$ cat src/rtl/cpu_register_and_flag_unit_core_assert.svh
// assertion macros shared by the register and flag unit
`ifndef CPU_REGISTER_AND_FLAG_UNIT_CORE_ASSERT_SVH
`define CPU_REGISTER_AND_FLAG_UNIT_CORE_ASSERT_SVH

`ifndef SYNTHESIS

// same-cycle implication
`define CRU_ASSERT_IMPLY(name, clk, rst, ante, cons) \
   name: assert property (@(posedge clk) disable iff (rst) (ante) |-> (cons)) \
      else $error("cru implication check failed");

// next-cycle implication
`define CRU_ASSERT_NEXT(name, clk, rst, ante, cons) \
   name: assert property (@(posedge clk) disable iff (rst) (ante) |=> (cons)) \
      else $error("cru next-cycle check failed");

`else

`define CRU_ASSERT_IMPLY(name, clk, rst, ante, cons)
`define CRU_ASSERT_NEXT(name, clk, rst, ante, cons)

`endif

`endif

$ cat src/rtl/cru_pkg.sv
`timescale 1ns / 1ps

package cru_pkg;

   // operation codes
   localparam logic [2:0] OP_READ    = 3'd0;
   localparam logic [2:0] OP_WRITE   = 3'd1;
   localparam logic [2:0] OP_ADC     = 3'd2;
   localparam logic [2:0] OP_SBC     = 3'd3;
   localparam logic [2:0] OP_CMP     = 3'd4;
   localparam logic [2:0] OP_STACK   = 3'd5;
   localparam logic [2:0] OP_PACK    = 3'd6;
   localparam logic [2:0] OP_UNPACK  = 3'd7;

   // register selects
   localparam logic [2:0] SEL_ACC    = 3'd0;
   localparam logic [2:0] SEL_X      = 3'd1;
   localparam logic [2:0] SEL_Y      = 3'd2;
   localparam logic [2:0] SEL_S      = 3'd3;
   localparam logic [2:0] SEL_D      = 3'd4;
   localparam logic [2:0] SEL_PB     = 3'd5;
   localparam logic [2:0] SEL_DB     = 3'd6;

   // status bit positions, NVMXDIZC
   localparam int FLAG_N = 7;
   localparam int FLAG_V = 6;
   localparam int FLAG_M = 5;
   localparam int FLAG_X = 4;
   localparam int FLAG_Z = 1;
   localparam int FLAG_C = 0;

   localparam logic [7:0] MX_MASK    = 8'h30;
   localparam logic [7:0] STACK_PAGE = 8'h01;

   typedef struct packed {
      logic [2:0]  req_type;
      logic [2:0]  register_select;
      logic [15:0] write_value;
      logic        force_wide;
      logic [7:0]  operand_a;
      logic [7:0]  operand_b;
      logic        upper_half;
      logic        stack_down;
   } cru_req_type;

   typedef struct packed {
      logic [15:0] data_out;
      logic [7:0]  flags_out;
   } cru_rsp_type;

   typedef struct packed {
      logic [7:0]  acc_low;
      logic [7:0]  acc_high;
      logic [15:0] index_x;
      logic [15:0] index_y;
      logic [15:0] stack_pointer;
      logic [15:0] direct_page;
      logic [7:0]  program_bank;
      logic [7:0]  data_bank;
      logic [7:0]  status_bits;
      logic        low_zero_stash;
   } cru_state_type;

   localparam cru_state_type STATE_RESET = '{
      acc_low:        8'h00,
      acc_high:       8'h00,
      index_x:        16'h0000,
      index_y:        16'h0000,
      stack_pointer:  16'h01FF,
      direct_page:    16'h0000,
      program_bank:   8'h00,
      data_bank:      8'h00,
      status_bits:    MX_MASK,
      low_zero_stash: 1'b0
   };

endpackage

$ cat src/rtl/cru_alu.sv
`timescale 1ns / 1ps

module cru_alu (
   input  logic                   emulation,
   input  cru_pkg::cru_state_type cur_state,
   input  cru_pkg::cru_req_type   req,
   output cru_pkg::cru_state_type next_state,
   output cru_pkg::cru_rsp_type   rsp
);
   import cru_pkg::*;

   function automatic cru_state_type nz_byte(input cru_state_type s, input logic chain,
                                             input logic [7:0] v);
      cru_state_type r;
      logic          z;
      r = s;
      z = (v == 8'h00);
      r.status_bits[FLAG_N] = v[7];
      if (chain) begin
         r.status_bits[FLAG_Z] = z & s.low_zero_stash;
      end else begin
         r.low_zero_stash      = z;
         r.status_bits[FLAG_Z] = z;
      end
      return r;
   endfunction

   function automatic cru_state_type nz_word(input cru_state_type s, input logic [15:0] v);
      cru_state_type r;
      r = s;
      r.status_bits[FLAG_N] = v[15];
      r.status_bits[FLAG_Z] = (v == 16'h0000);
      return r;
   endfunction

   logic        m_wide;
   logic        x_wide;
   logic        idx_wide;
   logic [7:0]  wr_lo;
   logic [7:0]  wr_hi;
   logic [7:0]  addend;
   logic [8:0]  sum;
   logic [8:0]  diff;
   logic [15:0] sp_step;
   logic [15:0] rd_value;
   logic [7:0]  unpack_bits;

   assign m_wide   = !emulation && !cur_state.status_bits[FLAG_M];
   assign x_wide   = !emulation && !cur_state.status_bits[FLAG_X];
   assign idx_wide = req.force_wide || x_wide;
   assign wr_lo    = req.write_value[7:0];
   assign wr_hi    = req.write_value[15:8];

   // adc and sbc share one adder, sbc inverts the second operand
   assign addend = (req.req_type == OP_SBC) ? ~req.operand_b : req.operand_b;
   assign sum    = {1'b0, req.operand_a} + {1'b0, addend}
                 + {8'h00, cur_state.status_bits[FLAG_C]};
   assign diff   = {1'b0, req.operand_a} + {1'b0, ~req.operand_b} + 9'd1;

   assign sp_step = req.stack_down ? (cur_state.stack_pointer - 16'd1)
                                   : (cur_state.stack_pointer + 16'd1);

   assign unpack_bits = emulation
                      ? ((req.operand_b & ~MX_MASK) | (cur_state.status_bits & MX_MASK))
                      : req.operand_b;

   always_comb begin
      unique case (req.register_select)
         SEL_ACC: rd_value = {cur_state.acc_high, cur_state.acc_low};
         SEL_X:   rd_value = idx_wide ? cur_state.index_x : {8'h00, cur_state.index_x[7:0]};
         SEL_Y:   rd_value = idx_wide ? cur_state.index_y : {8'h00, cur_state.index_y[7:0]};
         SEL_S:   rd_value = cur_state.stack_pointer;
         SEL_D:   rd_value = cur_state.direct_page;
         SEL_PB:  rd_value = {8'h00, cur_state.program_bank};
         SEL_DB:  rd_value = {8'h00, cur_state.data_bank};
         default: rd_value = 16'h0000;
      endcase
   end

   always_comb begin
      next_state   = cur_state;
      rsp.data_out = 16'h0000;
      unique case (req.req_type)
         OP_READ: begin
            rsp.data_out = rd_value;
         end
         OP_WRITE: begin
            unique case (req.register_select)
               SEL_ACC: begin
                  next_state.acc_low = wr_lo;
                  if (req.force_wide) begin
                     next_state.acc_high = wr_hi;
                     next_state = nz_word(next_state, req.write_value);
                  end else begin
                     next_state = nz_byte(next_state, req.upper_half, wr_lo);
                     // second byte always chains onto the first
                     if (m_wide) begin
                        next_state.acc_high = wr_hi;
                        next_state = nz_byte(next_state, 1'b1, wr_hi);
                     end
                  end
               end
               SEL_X: begin
                  if (idx_wide) begin
                     next_state.index_x = req.write_value;
                     next_state = nz_word(next_state, req.write_value);
                  end else begin
                     next_state.index_x = {cur_state.index_x[15:8], wr_lo};
                     next_state = nz_byte(next_state, req.upper_half, wr_lo);
                  end
               end
               SEL_Y: begin
                  if (idx_wide) begin
                     next_state.index_y = req.write_value;
                     next_state = nz_word(next_state, req.write_value);
                  end else begin
                     next_state.index_y = {cur_state.index_y[15:8], wr_lo};
                     next_state = nz_byte(next_state, req.upper_half, wr_lo);
                  end
               end
               SEL_S: begin
                  next_state.stack_pointer = emulation ? {STACK_PAGE, wr_lo}
                                                       : req.write_value;
               end
               SEL_D: begin
                  next_state.direct_page = req.write_value;
                  next_state = nz_word(next_state, req.write_value);
               end
               SEL_PB: begin
                  next_state.program_bank = wr_lo;
                  next_state = nz_byte(next_state, req.upper_half, wr_lo);
               end
               SEL_DB: begin
                  next_state.data_bank = wr_lo;
                  next_state = nz_byte(next_state, req.upper_half, wr_lo);
               end
               default: begin
               end
            endcase
         end
         OP_ADC, OP_SBC: begin
            next_state.status_bits[FLAG_C] = sum[8];
            next_state.status_bits[FLAG_V] =
               ((req.operand_a[7] ^ sum[7]) & (addend[7] ^ sum[7]));
            rsp.data_out = {8'h00, sum[7:0]};
         end
         OP_CMP: begin
            next_state.status_bits[FLAG_C] = diff[8];
            next_state = nz_byte(next_state, req.upper_half, diff[7:0]);
            rsp.data_out = {8'h00, diff[7:0]};
         end
         OP_STACK: begin
            next_state.stack_pointer = emulation ? {STACK_PAGE, sp_step[7:0]} : sp_step;
            rsp.data_out = next_state.stack_pointer;
         end
         OP_PACK: begin
            rsp.data_out = {8'h00, (emulation ? (cur_state.status_bits | MX_MASK)
                                              : cur_state.status_bits)};
         end
         OP_UNPACK: begin
            next_state.status_bits = unpack_bits;
         end
         default: begin
         end
      endcase
      rsp.flags_out = emulation ? (next_state.status_bits | MX_MASK)
                                : next_state.status_bits;
   end

endmodule

$ cat src/rtl/cru_regfile.sv
`timescale 1ns / 1ps

module cru_regfile (
   input  logic                   clock,
   input  logic                   reset,
   input  logic                   csr_write,
   input  logic                   csr_value,
   input  logic                   update,
   input  cru_pkg::cru_state_type next_state,
   output cru_pkg::cru_state_type cur_state,
   output logic                   emulation
);
   import cru_pkg::*;

   cru_state_type state_ff;
   cru_state_type state_in;
   logic          emulation_ff;
   logic          emulation_in;

   always_comb begin
      state_in     = state_ff;
      emulation_in = emulation_ff;
      priority if (csr_write) begin
         emulation_in = csr_value;
         // entering emulation pins the stack page and sets m and x
         if (csr_value) begin
            state_in.stack_pointer = {STACK_PAGE, state_ff.stack_pointer[7:0]};
            state_in.status_bits   = state_ff.status_bits | MX_MASK;
         end
      end else if (update) begin
         state_in = next_state;
      end else begin
         // idle cycle, state holds
      end
   end

   always_ff @(posedge clock) begin
      if (reset) begin
         state_ff     <= STATE_RESET;
         emulation_ff <= 1'b1;
      end else begin
         state_ff     <= state_in;
         emulation_ff <= emulation_in;
      end
   end

   assign cur_state = state_ff;
   assign emulation = emulation_ff;

endmodule

$ cat src/rtl/cpu_register_and_flag_unit_core.sv
`timescale 1ns / 1ps
`include "cpu_register_and_flag_unit_core_assert.svh"
// register file and status flag unit of a 16-bit processor core
// req channel: one micro-operation per transfer (read, write, adc, sbc,
//   compare, stack step, flag pack, flag unpack) as a cru_req_type struct
// rsp channel: exactly one result per request, data_out plus the packed
//   status byte after the operation, in request order
// csr channel: single-bit emulation mode write, always ready; write it only
//   while no request is in flight
// result path: a transferred request is held in the input register, then
//   in the result register, from which it shows on rsp
// throughput: one request per cycle unless rsp stalls; the execute stage
//   is a single pass of byte adder, register mux and flag logic between the
//   input register and the result register, and architectural state updates
//   at that same edge, so a following request sees it with no bubble
// reset: synchronous; registers clear, stack pointer 0x01ff, m and x set,
//   emulation mode on, both pipeline stages empty
// stall: a held result keeps the input stage loaded; req_ready drops only
//   when both stages are full and rsp_ready is low
module cpu_register_and_flag_unit_core (
   input  logic                 clock,
   input  logic                 reset,
   input  logic                 req_valid,
   output logic                 req_ready,
   input  cru_pkg::cru_req_type req_payload,
   output logic                 rsp_valid,
   input  logic                 rsp_ready,
   output cru_pkg::cru_rsp_type rsp_payload,
   input  logic                 csr_valid,
   output logic                 csr_ready,
   input  logic                 csr_emulation_mode
);
   import cru_pkg::*;

   // input stage
   logic          in_valid_ff;
   logic          in_valid_in;
   cru_req_type   in_req_ff;

   // result stage
   logic          out_valid_ff;
   logic          out_valid_in;
   cru_rsp_type   out_rsp_ff;

   // execute stage wiring
   cru_state_type cur_state;
   cru_state_type next_state;
   cru_rsp_type   exec_rsp;
   logic          emulation;
   logic          advance;
   logic          req_fire;
   logic          csr_fire;

   // the input stage moves on when the result stage is free or draining
   assign advance  = in_valid_ff && (!out_valid_ff || rsp_ready);
   assign req_ready = !in_valid_ff || advance;
   assign req_fire = req_valid && req_ready;
   assign csr_ready = 1'b1;
   assign csr_fire = csr_valid && csr_ready;

   assign in_valid_in  = req_fire || (in_valid_ff && !advance);
   assign out_valid_in = advance || (out_valid_ff && !rsp_ready);

   always_ff @(posedge clock) begin
      if (reset) begin
         in_valid_ff  <= 1'b0;
         out_valid_ff <= 1'b0;
      end else begin
         in_valid_ff  <= in_valid_in;
         out_valid_ff <= out_valid_in;
      end
   end

   // payload registers, no reset needed
   always_ff @(posedge clock) begin
      if (req_fire) begin
         in_req_ff <= req_payload;
      end
      if (advance) begin
         out_rsp_ff <= exec_rsp;
      end
   end

   cru_alu u_alu (
      .emulation  (emulation),
      .cur_state  (cur_state),
      .req        (in_req_ff),
      .next_state (next_state),
      .rsp        (exec_rsp)
   );

   // architectural state commits on the same edge the result is captured, unless a csr write takes priority
   cru_regfile u_regfile (
      .clock      (clock),
      .reset      (reset),
      .csr_write  (csr_fire),
      .csr_value  (csr_emulation_mode),
      .update     (advance),
      .next_state (next_state),
      .cur_state  (cur_state),
      .emulation  (emulation)
   );

   assign rsp_valid   = out_valid_ff;
   assign rsp_payload = out_rsp_ff;

   // emulation keeps the stack in page one
   `CRU_ASSERT_IMPLY(a_emu_stack_page, clock, reset, emulation, cur_state.stack_pointer[15:8] == STACK_PAGE)
   // emulation keeps m and x set in the stored status
   `CRU_ASSERT_IMPLY(a_emu_mx_set, clock, reset, emulation, (cur_state.status_bits & MX_MASK) == MX_MASK)
   // an executed request always lands in the result stage
   `CRU_ASSERT_NEXT(a_advance_fills, clock, reset, advance, out_valid_ff)
   // a blocked request is never dropped from the input stage
   `CRU_ASSERT_NEXT(a_hold_input, clock, reset, in_valid_ff && !advance, in_valid_ff)

endmodule
$ cat config.mk
export PLATFORM = sky130hd
export DESIGN_NAME = cpu_register_and_flag_unit_core
export DESIGN_NICKNAME = d
export VERILOG_FILES = /design/src/rtl/cru_pkg.sv /design/src/rtl/cru_alu.sv /design/src/rtl/cru_regfile.sv /design/src/rtl/cpu_register_and_flag_unit_core.sv
export VERILOG_INCLUDE_DIRS = /design/src /design/src/rtl
export SDC_FILE = /design/constraint.sdc
export NUM_CORES = 1
export LEC_CHECK = 0
export BUFFER_PORTS_ARGS = -buffer_cell sky130_fd_sc_hd__buf_2
export CAP_MARGIN = 20
export CORE_ASPECT_RATIO = 0.6
export CORE_MARGIN = 4
export CORE_UTILIZATION = 62
export DETAILED_ROUTE_END_ITERATION = 10
export GPL_TIMING_DRIVEN = 1
export PLACE_DENSITY = 0.83
export SYNTH_ARGS = -nofsm -noshare
export SYNTH_HDL_FRONTEND = slang
export SYNTH_HIERARCHICAL = 1
export SYNTH_SLANG_ARGS = --single-unit
$ cat constraint.sdc
create_clock -name clock -period 7.2 [get_ports clock]
set_clock_uncertainty 0.1 [all_clocks]
set_input_delay 0.72 -clock clock [delete_from_list [all_inputs] [get_ports clock]]
set_output_delay 0.72 -clock clock [all_outputs]
set_load 0.01 [all_outputs]
After elaboration in Yosys (flattened, before gate mapping)
Index checks and enable logic that the tools add are counted.
- $add $sub $neg: 6
- multipliers: 0
- div/mod/pow operators: 0
- magnitude comparators: 0
- eq/ne operators: 31
- shift operators: 0
- muxes and demuxes: 39
- bitwise gates (word level): 12
- reduce and logical (&&, ||, !) cells: 47
- operators with widths (operator ; count):
    two-way mux 105 bit ; 3
    one-hot mux 41 bit (6 select lines) ; 1
    two-way mux 97 bit ; 2
    one-hot mux 48 bit (3 select lines) ; 1
    two-way mux 16 bit ; 7
    one-hot mux 16 bit (7 select lines) ; 1
    two-way mux 89 bit ; 1
    one-hot mux 16 bit (5 select lines) ; 1
    two-way mux 73 bit ; 1
    one-hot mux 16 bit (4 select lines) ; 1
    two-way mux 57 bit ; 1
    AND reduction 9 bit ; 4
    AND reduction 7 bit ; 5
    two-way mux 32 bit ; 1
    one-hot mux 16 bit (2 select lines) ; 1
    logical NOT 8 bit ; 3
    two-way mux 8 bit ; 3
    == test 3 bit, second input constant ; 7
    != test 3 bit, second input constant ; 7
    adder 8 x 8 -> 9 bit ; 2
    AND reduction 6 bit ; 3
    adder 16 x 1 -> 16 bit, second input constant ; 1
    logical NOT 16 bit ; 1
    subtractor 16 x 1 -> 16 bit, second input constant ; 1
    other kinds (29) ; 76
- register bits after elaboration: 173
- latch bits: 0
- RAM bits: 0
- bits in read-only memories: 0
- bits of input ports: 47
- memories: 0

Depth between registers and ports, before layout
Gate-level depths: netlist (run 1).
- depth in word-level cells: 13
- mapped depth: 16
- mapped depth without buffers: 14

Hierarchy
The synthesis (run 1) kept the hierarchy.
- modules (own cells, without submodules) (module ; times used ; cells an instance ; area an instance (sq um) ; sequential area each (sq um)):
    cru_alu ; 1 ; 622 ; 4274.1 ; 0.0
    cru_regfile ; 1 ; 465 ; 3772.4 ; 2122.0
    cpu_register_and_flag_unit_core ; 1 ; 77 ; 2067.0 ; 1991.9

Worst setup path before layout (run 1)
Ideal clock, no wire load.
- kind: reg2reg
- from: register in_req_ff[40] (netlist bit)
- to: register out_rsp_ff, in the netlist rsp_payload[0], data pin
- library setup time: 0.251 ns
- arrival time: 2.891 ns
- data required time: 6.849 ns
- slack: 3.958 ns
- stages on the path, launching flop included: 16
- path buffers: 3
- cell sequence: edfxtp_1 -> buf_2 -> nor2b_1 -> buf_2 -> nand2_1 -> xor2_1 -> fa_1 -> inv_1 -> fa_1 -> a21o_1 -> a21oi_1 -> o21ai_0 -> a21o_1 -> a21oi_1 -> o22ai_1 -> buf_4
- RTL lines (what ; line ; text):
    from (decl) ; cpu_register_and_flag_unit_core.sv:38 ; cru_req_type in_req_ff;
    from (signal assigned) ; cpu_register_and_flag_unit_core.sv:77 ; in_req_ff <= req_payload;
    to (signal assigned) ; cpu_register_and_flag_unit_core.sv:80 ; out_rsp_ff <= exec_rsp;
    to (decl) ; cpu_register_and_flag_unit_core.sv:43 ; cru_rsp_type out_rsp_ff;

==> out/qor.yml, run 1 <==
logic_synthesis:
  ys_types: 65
  synthSimpleGateAreaFrac: 0.173
  synth-seq-area-share: 0.407
  synth_xor_area_frac: 0.0268
  synth_area_um2: 10100
  syn-instance-count: 1164
  synth-compound-area-share: 0.195
  synth_top_family_by_area: "compound AO/OA/AOI/OAI gates"
  async_flop_share: 0
  synth_commonest_cells: "nand2_1 (269), a21oi_1 (131), dfxtp_1 (108)"
  synth_adder_area_share: 0.0450
  synth_top_area_frac: 0.214
  synth_edf_count: 65
  synth-main-ff-cell: "dfxtp_1"
  synth_mux_area_frac: 0.106
  avgSynthCellArea_um2: 8.69
  synth-seq-cells: 173
  syn_nets: 1245
  yosysTopAreaCell: "dfxtp_1"
  ys_top_cells_by_area: "dfxtp_1 (21%), edfxtp_1 (19%), nand2_1 (10%), mux2_2 (7.2%), a21oi_1 (6.5%)"
  ys_warn_count: 6
  synth_most_common_cell: "nand2_1"
clocking:
  cts.path.max_buffers: 2
  htree_levels: 4
  clockRootBuffer: "clkbuf_16"
  clk_latency_ns: 0.44
  postCtsSetupRepairBufs: 0
  hold_buffers: 0
  cts_tree: "built"
  cts_buffers: 17
  cts.sinks: 173
  clk_pin_slew_ns: 0.08
  ctsResizeCount: 0
finish:
  fin_area_um2: 11000
  syn2layout_area_growth_pct: 8.85
  final_util: 0.702
  fillers: 1236
  drive_gt1_frac: 0.164
  nNetsFinal: 1263
  fin_cells: 1398
  diodes: 0
routing:
  drtIter0Drc: 1353
  post_drt_wl_per_cell_um: 19.9
  finalWirelength_mm: 27.8
  drc: 0
  routed_via_density: 6.45
  drt_pass1_iterations: 7
  routed-via-count: 9022
  detail-route-antenna-nets: 0
worst_setup_path:
  r2r-end: "u_regfile/cur_state[7]$_SDFFE_PP0P_"
  end_kind: "flop"
  reg2reg_depth: 13
  required_ns: 7.38
  rr_startpoint: "in_req_ff[40]$_DFFE_PP_"
  cp.arrival_ns: 4.41
  crit_type: "flop to flop"
  start_kind: "flop"
  rrSetupSlack_ns: 2.98
  crit_fanout: 25
grt:
  grt_pass1_vias: 8123
  grt_pass1_wl_mm: 44.1
  grt_overflow_total: 0
  grt_max_degree: 92
  track_usage: 0.299
  grt_antenna_before_repair: 1
pwr:
  ir_drop_mv: 0.144
  power.leakage_nw: 4.04
  p_int_mw: 1.62
  p_sw_uw: 682
  power_frac_comb: 0.131
  sw_frac_of_total: 0.296
  pwr_density_cell_nw_per_um2: 210
  p_clk_frac: 0.399
  seq_power_share: 0.469
outcome:
  status: "completed"
sta:
  tightest_slew_ns: 1.12
  slew_headroom: 0.249
  fin_tns_setup_ns: 0
  final_hold_viol_count: 0
  finalSetupViolCount: 0
  fmax_ghz: 0.237
  hold_ws_ns: 0.350
  min_period_over_period: 0.587
  rsz0062_at_grt: "false"
  layout_min_cycle_time_ns: 4.22
  slew_viol_final: 0
placed_design:
  dp_hpwl_mm: 19.0
  port_buffers: 72
  gp_congestion: 0.968
  placed_cell_area_um2: 10400
  place_inst: 1366
floorplanning:
  die_h_um: 107
  die_w_um: 173
  start_util: 0.645
  num_io_pins: 74
  rows: 35
  die_area_um2: 18500
  core_area_um2: 15700
min_path:
  hold_depth: 1
  min-delay-path-class: "input port to flop"
  hold-path-endpoint: "in_req_ff[35]$_DFFE_PP_"
  hold_start: "req_payload[35]"
flow_run:
  drv_cap: 0
## metrics by stage
step / setup WS, ns / total power, mW
after detailed placement: 3.11 / 1.39
final: 2.98 / 2.31
after global placement: 3.31 / 1.39
after global routing: 2.72 / 2.38
after CTS: 3.06 / 2.31
after floorplan: 3.96 / 1.31
## cell usage in the layout (no fill, tap or decap), drive strengths merged, types with 6 or more instances in the layout
cell,n
nand2,269
a21oi,132
dfxtp,108
buf,80
edfxtp,65
mux2,65
o21ai,65
nor2,54
a22oi,36
ha,30
inv,30
xnor2,22
mux2i,20
clkbuf,17
o211ai,16
nand3,13
o22ai,13
nor3,13
nand2b,12
nor2b,11
nand3b,10
xor2,9
a21o,9
a211oi,9
a31oi,8
clkinv,8
o32ai,7
mux4,6
## logic make-up (layout without fill, tap and decap cells)
family                     after synthesis  count (layout)
muxes                                   91              91
adders and majority gates               34              34
xor gates and xnor gates                31              31
DFF                                    173             173
other                                    1               1
buffers and inverters                  105             136
and+or+nand+nor                        403             403
AOI/OAI and AO/OA                      326             326
## final cells by class
class | count | area [µm²] | share of cell area
clock buffer | 17 | 425 | 0.0386
tap | 203 | 254 | 0.0231
sequential | 173 | 4110 | 0.374
inverter | 24 | 90.1 | 0.00818
clock inverter | 15 | 171 | 0.0156
multi-input combinational | 886 | 5530 | 0.502
timing repair buffer | 80 | 423 | 0.0384
## layer usage
metal | up-vias | global-route usage | part of all wire
met2 | 576 | 0.417 | 0.40
met5 | - | 0 | 0.00047
met3 | 53 | 0.0916 | 0.14
met4 | 2 | 0.0785 | 0.019
met1 | 4196 | 0.448 | 0.44
li1 | 4195 | - | -
## worst max-delay path by stage
stage          cells after the start                     from  slack (ns)                             endpoint
2_1_floorplan                     15  in_req_ff[40]$_DFFE_PP_        3.96             rsp_payload[0]$_DFFE_PP_
3_3_place_gp                      12  in_req_ff[40]$_DFFE_PP_        3.31             rsp_payload[0]$_DFFE_PP_
3_5_place_dp                      13  in_req_ff[40]$_DFFE_PP_        3.11  u_regfile/cur_state[7]$_SDFFE_PP0P_
4_1_cts                           13  in_req_ff[40]$_DFFE_PP_        3.06  u_regfile/cur_state[7]$_SDFFE_PP0P_
5_1_grt                           13  in_req_ff[40]$_DFFE_PP_        2.72  u_regfile/cur_state[7]$_SDFFE_PP0P_
6_report                          13  in_req_ff[40]$_DFFE_PP_        2.98  u_regfile/cur_state[7]$_SDFFE_PP0P_
## worst max-delay path: stages (launching register included)
cell      delay [ns]
edfxtp_1        0.70
nor2b_1         0.49
nand2_1         0.39
xnor2_1         0.39
ha_1            0.29
nor2b_1         0.12
o21ai_0         0.21
a21oi_1         0.14
o41ai_1         0.37
xnor2_1         0.23
mux2i_1         0.25
o221ai_1        0.18
nand2_1         0.11
a21oi_1         0.07
## flip-flops by register name (all words and copies together), names as in the netlist
signal,flops
in_valid_ff,1
rsp_payload,24
u_regfile/cur_state,105
in_req_ff,41
rsp_valid,1
u_regfile/emulation,1
## power by group through the flow
stage | clock [mW] | combinational (mW) | sequential, mW
after floorplan | 0 | 0.219 | 1.09
after global placement | 0 | 0.283 | 1.10
after detailed placement | 0 | 0.291 | 1.10
after CTS | 0.934 | 0.294 | 1.08
after global routing | 0.967 | 0.326 | 1.08
final | 0.921 | 0.303 | 1.08
(Power assumes the default switching activity.)
==> inputs of run 2 (changes only) <==
--- a/config.mk
+++ b/config.mk
@@ -10,10 +10,10 @@
 export CAP_MARGIN = 20
 export CORE_ASPECT_RATIO = 0.6
 export CORE_MARGIN = 4
-export CORE_UTILIZATION = 62
+export CORE_UTILIZATION = 61
 export DETAILED_ROUTE_END_ITERATION = 10
 export GPL_TIMING_DRIVEN = 1
-export PLACE_DENSITY = 0.83
+export PLACE_DENSITY = 0.82
 export SYNTH_ARGS = -nofsm -noshare
 export SYNTH_HDL_FRONTEND = slang
 export SYNTH_HIERARCHICAL = 1
==> constraint.sdc (replaced) <==
create_clock -name clock -period 4.3 [get_ports clock]
set_clock_uncertainty 0.1 [all_clocks]
set_input_delay 0.43 -clock clock [delete_from_list [all_inputs] [get_ports clock]]
set_output_delay 0.43 -clock clock [all_outputs]
set_load 0.01 [all_outputs]
==> run 2 against run 1 <==
Largest power group unchanged. Highest routed layer is now met4. Largest cell class unchanged. Total power increased by 73%. Global-route usage down 0.068 points. Via count grew 0.20%.
==> out/qor.yml, run 2 (synthesized netlist as in run 1, its figures left out) <==
outcome:
  status: "completed"
pwr:
  power_frac_comb: 0.129
  sw_frac_of_total: 0.287
  ir_drop_mv: 0.288
  seq_power_share: 0.454
  p_sw_mw: 1.15
  power.leakage_nw: 4.09
  p_int_mw: 2.84
  p_clk_frac: 0.417
  pwr_density_cell_nw_per_um2: 358
finish:
  fillers: 1301
  fin_area_um2: 11100
  largest_reg_flops: 105
  final_cell_mix: "nand2_1 (269), a21oi_1 (131), dfxtp_1 (108), buf_2 (71)"
  drive_gt1_frac: 0.168
  diodes: 0
  final_common_cell: "nand2_1"
  nNetsFinal: 1269
  syn2layout_area_growth_pct: 10.2
clocking:
  hold_buffers: 0
  cts_tree: "built"
  cts_buffers: 17
  ctsResizeCount: 0
  postCtsSetupRepairBufs: 0
  clk_latency_ns: 0.44
  clk_pin_slew_ns: 0.08
  clockRootBuffer: "clkbuf_16"
  cts.path.max_buffers: 2
  htree_levels: 4
  cts.sinks: 173
routing:
  drc: 0
  routed_via_density: 6.33
  drt_pass1_iterations: 8
  finalWirelength_mm: 28.1
  post_drt_wl_per_cell_um: 19.7
  routed-via-count: 9040
  drtIter0Drc: 1355
  detail-route-antenna-nets: 0
grt:
  grt_overflow_total: 0
  grt_pass1_vias: 8250
  grt_antenna_before_repair: 0
  track_usage: 0.298
  grt_max_degree: 69
  grt_pass1_wl_mm: 44.4
sta:
  final_hold_viol_count: 0
  min_period_over_period: 0.880
  slew_headroom: 0.296
  fmax_ghz: 0.264
  fin_tns_setup_ns: 0
  layout_min_cycle_time_ns: 3.79
  tightest_slew_ns: 1.05
  slew_viol_final: 0
  finalSetupViolCount: 0
  rsz0062_at_grt: "false"
floorplanning:
  die_w_um: 174
  die_h_um: 108
  core_area_um2: 16300
  die_area_um2: 18800
  start_util: 0.622
  rows: 36
  num_io_pins: 74
worst_setup_path:
  r2r-end: "u_regfile/cur_state[7]$_SDFFE_PP0P_"
  slowest_delay_ns: 0.45
  critPathLaunch: "in_req_ff[40]$_DFFE_PP_"
  rrSetupSlack_ns: 0.51
  path_cells: "nor2b_1 > nand2_1 > xnor2_1 > ha_1 > nor2b_1 > o21ai_0 > a21oi_1 > o41ai_1 > xnor2_1 > mux2i_1 > o221ai_1 > nand2_1 > a21oi_1"
  end_kind: "flop"
  cp.arrival_ns: 3.97
  required_ns: 4.48
  crit_fanout: 8
  reg2reg_depth: 13
  rr_startpoint: "in_req_ff[40]$_DFFE_PP_"
  start_kind: "flop"
  cpMaxStageDelayCell: "nor2b_1"
  crit_type: "flop to flop"
flow_run:
  drv_cap: 0
placed_design:
  gp_congestion: 0.973
  port_buffers: 72
  dp_hpwl_mm: 19.5
  placed_cell_area_um2: 10500
min_path:
  min-delay-path-class: "input port to flop"
  hold-path-endpoint: "in_req_ff[34]$_DFFE_PP_"
  hold_start: "req_payload[34]"
  hold_depth: 1
-- run 2: cell types whose count changed in the layout (fill, tap and decap cells not counted) --
cell / change
bufinv_16: +2
buf_4: +5
buf_12: +1
clkinv_2: -1
inv_8: +1
clkinv_4: -2
-- run 2: power by group through the flow --
| stage | combinational, mW | sequential, mW | clock [mW] |
|---|---|---|---|
| floorplan | 0.366 | 1.82 | 0 |
| global placement | 0.481 | 1.85 | 0 |
| detailed placement | 0.490 | 1.85 | 0 |
| CTS | 0.498 | 1.81 | 1.69 |
| global route | 0.553 | 1.82 | 1.75 |
| finish | 0.514 | 1.81 | 1.66 |
-- run 2: final cells by class --
cell class | instances | area, µm² | share of cell area
flip-flops and latches | 173 | 4110 | 0.369
repair buffers | 86 | 480 | 0.0431
inverters | 24 | 90.1 | 0.00808
clock inverters | 15 | 220 | 0.0198
multi-input cells | 886 | 5530 | 0.496
clock buffers | 17 | 425 | 0.0382
well taps | 228 | 285 | 0.0256
-- run 2: worst max-delay path by stage --
| stage | endpoint | slack [ns] | cells after the start |
|---|---|---|---|
| floorplan | rsp_payload[0]$_DFFE_PP_ | 1.06 | 15 |
| global placement | u_regfile/cur_state[1]$_SDFFE_PP0P_ | 0.80 | 14 |
| detailed placement | u_regfile/cur_state[7]$_SDFFE_PP0P_ | 0.65 | 13 |
| CTS | u_regfile/cur_state[1]$_SDFFE_PP0P_ | 0.62 | 14 |
| global route | u_regfile/cur_state[1]$_SDFFE_PP0P_ | 0.26 | 14 |
| finish | u_regfile/cur_state[7]$_SDFFE_PP0P_ | 0.51 | 13 |
-- run 2: metal layers --
layer / vias to the layer above / routed length [µm] / global-route usage
li1: 4212 / - / -
met5: - / 0 / 0
met2: 551 / 11700 / 0.429
met1: 4226 / 12400 / 0.437
met3: 51 / 3670 / 0.100
met4: 0 / 349 / 0.0604
-- run 2: worst max-delay path, delay by kind of cell, from the launching register on --
kind                       cells  cell delay, ns
AOI/OAI and AO/OA              5            0.94
muxes                          1            0.22
adders and majority gates      1            0.29
xor gates and xnor gates       2            0.60
DFF                            1            0.39
and+or+nand+nor                4            1.07
-- run 2: per-stage QoR --
stage	power (mW)	setup WS (ns)	cells	hold slack (ns)	utilization
after floorplan	2.19	1.06	1164	0.342	-
after global placement	2.33	0.801	1397	0.349	0.646
after detailed placement	2.34	0.649	1397	0.360	0.646
after CTS	4.00	0.618	1429	0.0518	0.685
after global routing	4.12	0.259	1429	0.0459	0.685
final	3.99	0.514	1429	0.0658	0.685
==> inputs of run 3 (changes only) <==
--- a/config.mk
+++ b/config.mk
@@ -10,10 +10,10 @@
 export CAP_MARGIN = 20
 export CORE_ASPECT_RATIO = 0.6
 export CORE_MARGIN = 4
-export CORE_UTILIZATION = 61
+export CORE_UTILIZATION = 40
 export DETAILED_ROUTE_END_ITERATION = 10
 export GPL_TIMING_DRIVEN = 1
-export PLACE_DENSITY = 0.82
+export PLACE_DENSITY = 0.58
 export SYNTH_ARGS = -nofsm -noshare
 export SYNTH_HDL_FRONTEND = slang
 export SYNTH_HIERARCHICAL = 1
==> run 3 against run 2 <==
Register-to-register slack improved by 0.24 ns. Design area rose by 0.64%. Fmax increased by 6.9%. Highest routed layer unchanged. Utilization decreased by 23 points.
==> out/qor.yml, run 3 (synthesized netlist as in run 1, its figures left out) <==
sta:
  layout_min_cycle_time_ns: 3.54
  fmax_ghz: 0.282
  fin_tns_setup_ns: 0
  hold_ws_ns: 0.0436
  final_hold_viol_count: 0
  finalSetupViolCount: 0
  slew_viol_final: 0
  rsz0062_at_grt: "false"
  min_period_over_period: 0.824
  tightest_slew_ns: 1.12
  slew_headroom: 0.251
routing:
  routed-via-count: 8788
  drt_pass1_iterations: 5
  finalWirelength_mm: 30.4
  detail-route-antenna-nets: 0
  drtIter0Drc: 919
  drc: 0
  post_drt_wl_per_cell_um: 19.9
  routed_via_density: 5.75
worst_setup_path:
  start_kind: "flop"
  cp.arrival_ns: 3.76
  end_kind: "flop"
  crit_fanout: 7
  crit_type: "flop to flop"
  required_ns: 4.52
clocking:
  cts.path.max_buffers: 2
  hold_buffers: 0
  clk_latency_ns: 0.46
  clk_pin_slew_ns: 0.07
  cts.sinks: 173
  postCtsSetupRepairBufs: 0
  htree_levels: 4
  ctsResizeCount: 0
  clockRootBuffer: "clkbuf_16"
  cts_tree: "built"
  cts_buffers: 17
finish:
  fillers: 2374
  drive_gt1_frac: 0.170
  diodes: 0
  largest_reg_flops: 105
  syn2layout_area_growth_pct: 10.9
  fin_area_um2: 11200
  final_util: 0.458
  fin_cells: 1528
  final_common_cell: "nand2_1"
  nNetsFinal: 1274
  final_cell_mix: "nand2_1 (269), a21oi_1 (131), dfxtp_1 (108), buf_2 (71)"
grt:
  track_usage: 0.214
  grt_antenna_before_repair: 0
  grt_max_degree: 65
  grt_pass1_wl_mm: 46.9
  grt_pass1_vias: 7893
  grt_overflow_total: 0
floorplanning:
  die_area_um2: 28000
  die_w_um: 213
  core_area_um2: 24500
  num_io_pins: 74
  die_h_um: 131
  start_util: 0.413
  rows: 44
placed_design:
  port_buffers: 72
  place_inst: 1496
  gp_congestion: 0.905
  dp_hpwl_mm: 21.2
  placed_cell_area_um2: 10700
pwr:
  power.leakage_nw: 4.09
  pwr_density_cell_nw_per_um2: 341
  ir_drop_mv: 0.287
outcome:
  status: "completed"
flow_run:
  drv_cap: 0
min_path:
  min-delay-path-class: "input port to flop"
[run 3: changes by cell type in the layout (fill, tap and decap cells not counted), sizes merged]
cell	previous run	this run
clkinv	5	6
buf	86	91
clkbuf	17	21
inv	31	28
bufinv	2	0
[run 3: critical path: stages, from the launching register on]
cell      delay [ns]
edfxtp_1        0.39
nor2b_1         0.46
nand2_1         0.16
buf_4           0.21
xnor2_1         0.23
ha_1            0.27
nor2b_1         0.12
o21ai_0         0.20
a21oi_1         0.12
o41ai_1         0.35
xnor2_1         0.23
mux2i_1         0.23
o221ai_1        0.16
nand2_1         0.11
a21oi_1         0.07
[run 3: path summary, 6_finish.rpt]
| path | startpoint | end | slack [ns] | depth (start not counted) |
|---|---|---|---|---|
| max | in_req_ff[40]$_DFFE_PP_ | u_regfile/cur_state[7]$_SDFFE_PP0P_ | 0.76 | 14 |
| min | req_payload[25] | in_req_ff[25]$_DFFE_PP_ | 0.04 | 1 |
| max reg2reg | in_req_ff[40]$_DFFE_PP_ | u_regfile/cur_state[7]$_SDFFE_PP0P_ | 0.76 | 14 |
| min reg2reg | u_regfile/cur_state[13]$_SDFFE_PP0P_ | u_regfile/cur_state[13]$_SDFFE_PP0P_ | 0.37 | 2 |
[run 3: layer usage]
layer,wire length (µm),vias to the layer above,track usage
met5,0,-,0
met4,402,0,0.0643
met3,2740,33,0.0403
met2,12000,372,0.277
met1,15300,4169,0.353
li1,-,4214,-
[run 3: stage by stage]
step,setup WS [ns],total power [mW]
after CTS,0.806,3.86
after global placement,0.942,2.36
after global routing,0.416,3.98
after detailed placement,0.836,2.36
after floorplan,1.06,2.19
final,0.757,3.82
[run 3: area by class of cell]
cell class / count / area [µm²] / share of cell area
clock inverters: 11 / 81.3 / 0.00725
inverters: 24 / 90.1 / 0.00803
repair buffers: 91 / 522 / 0.0465
clock buffers: 21 / 472 / 0.0421
well taps: 322 / 403 / 0.0359
flip-flops and latches: 173 / 4110 / 0.367
multi-input cells: 886 / 5540 / 0.493
[run 3: where the power goes]
group	switching, mW	total (mW)	internal [mW]
combinational	0.330	0.526	0.196
clock	0.694	1.49	0.793
sequential	0.0600	1.81	1.75
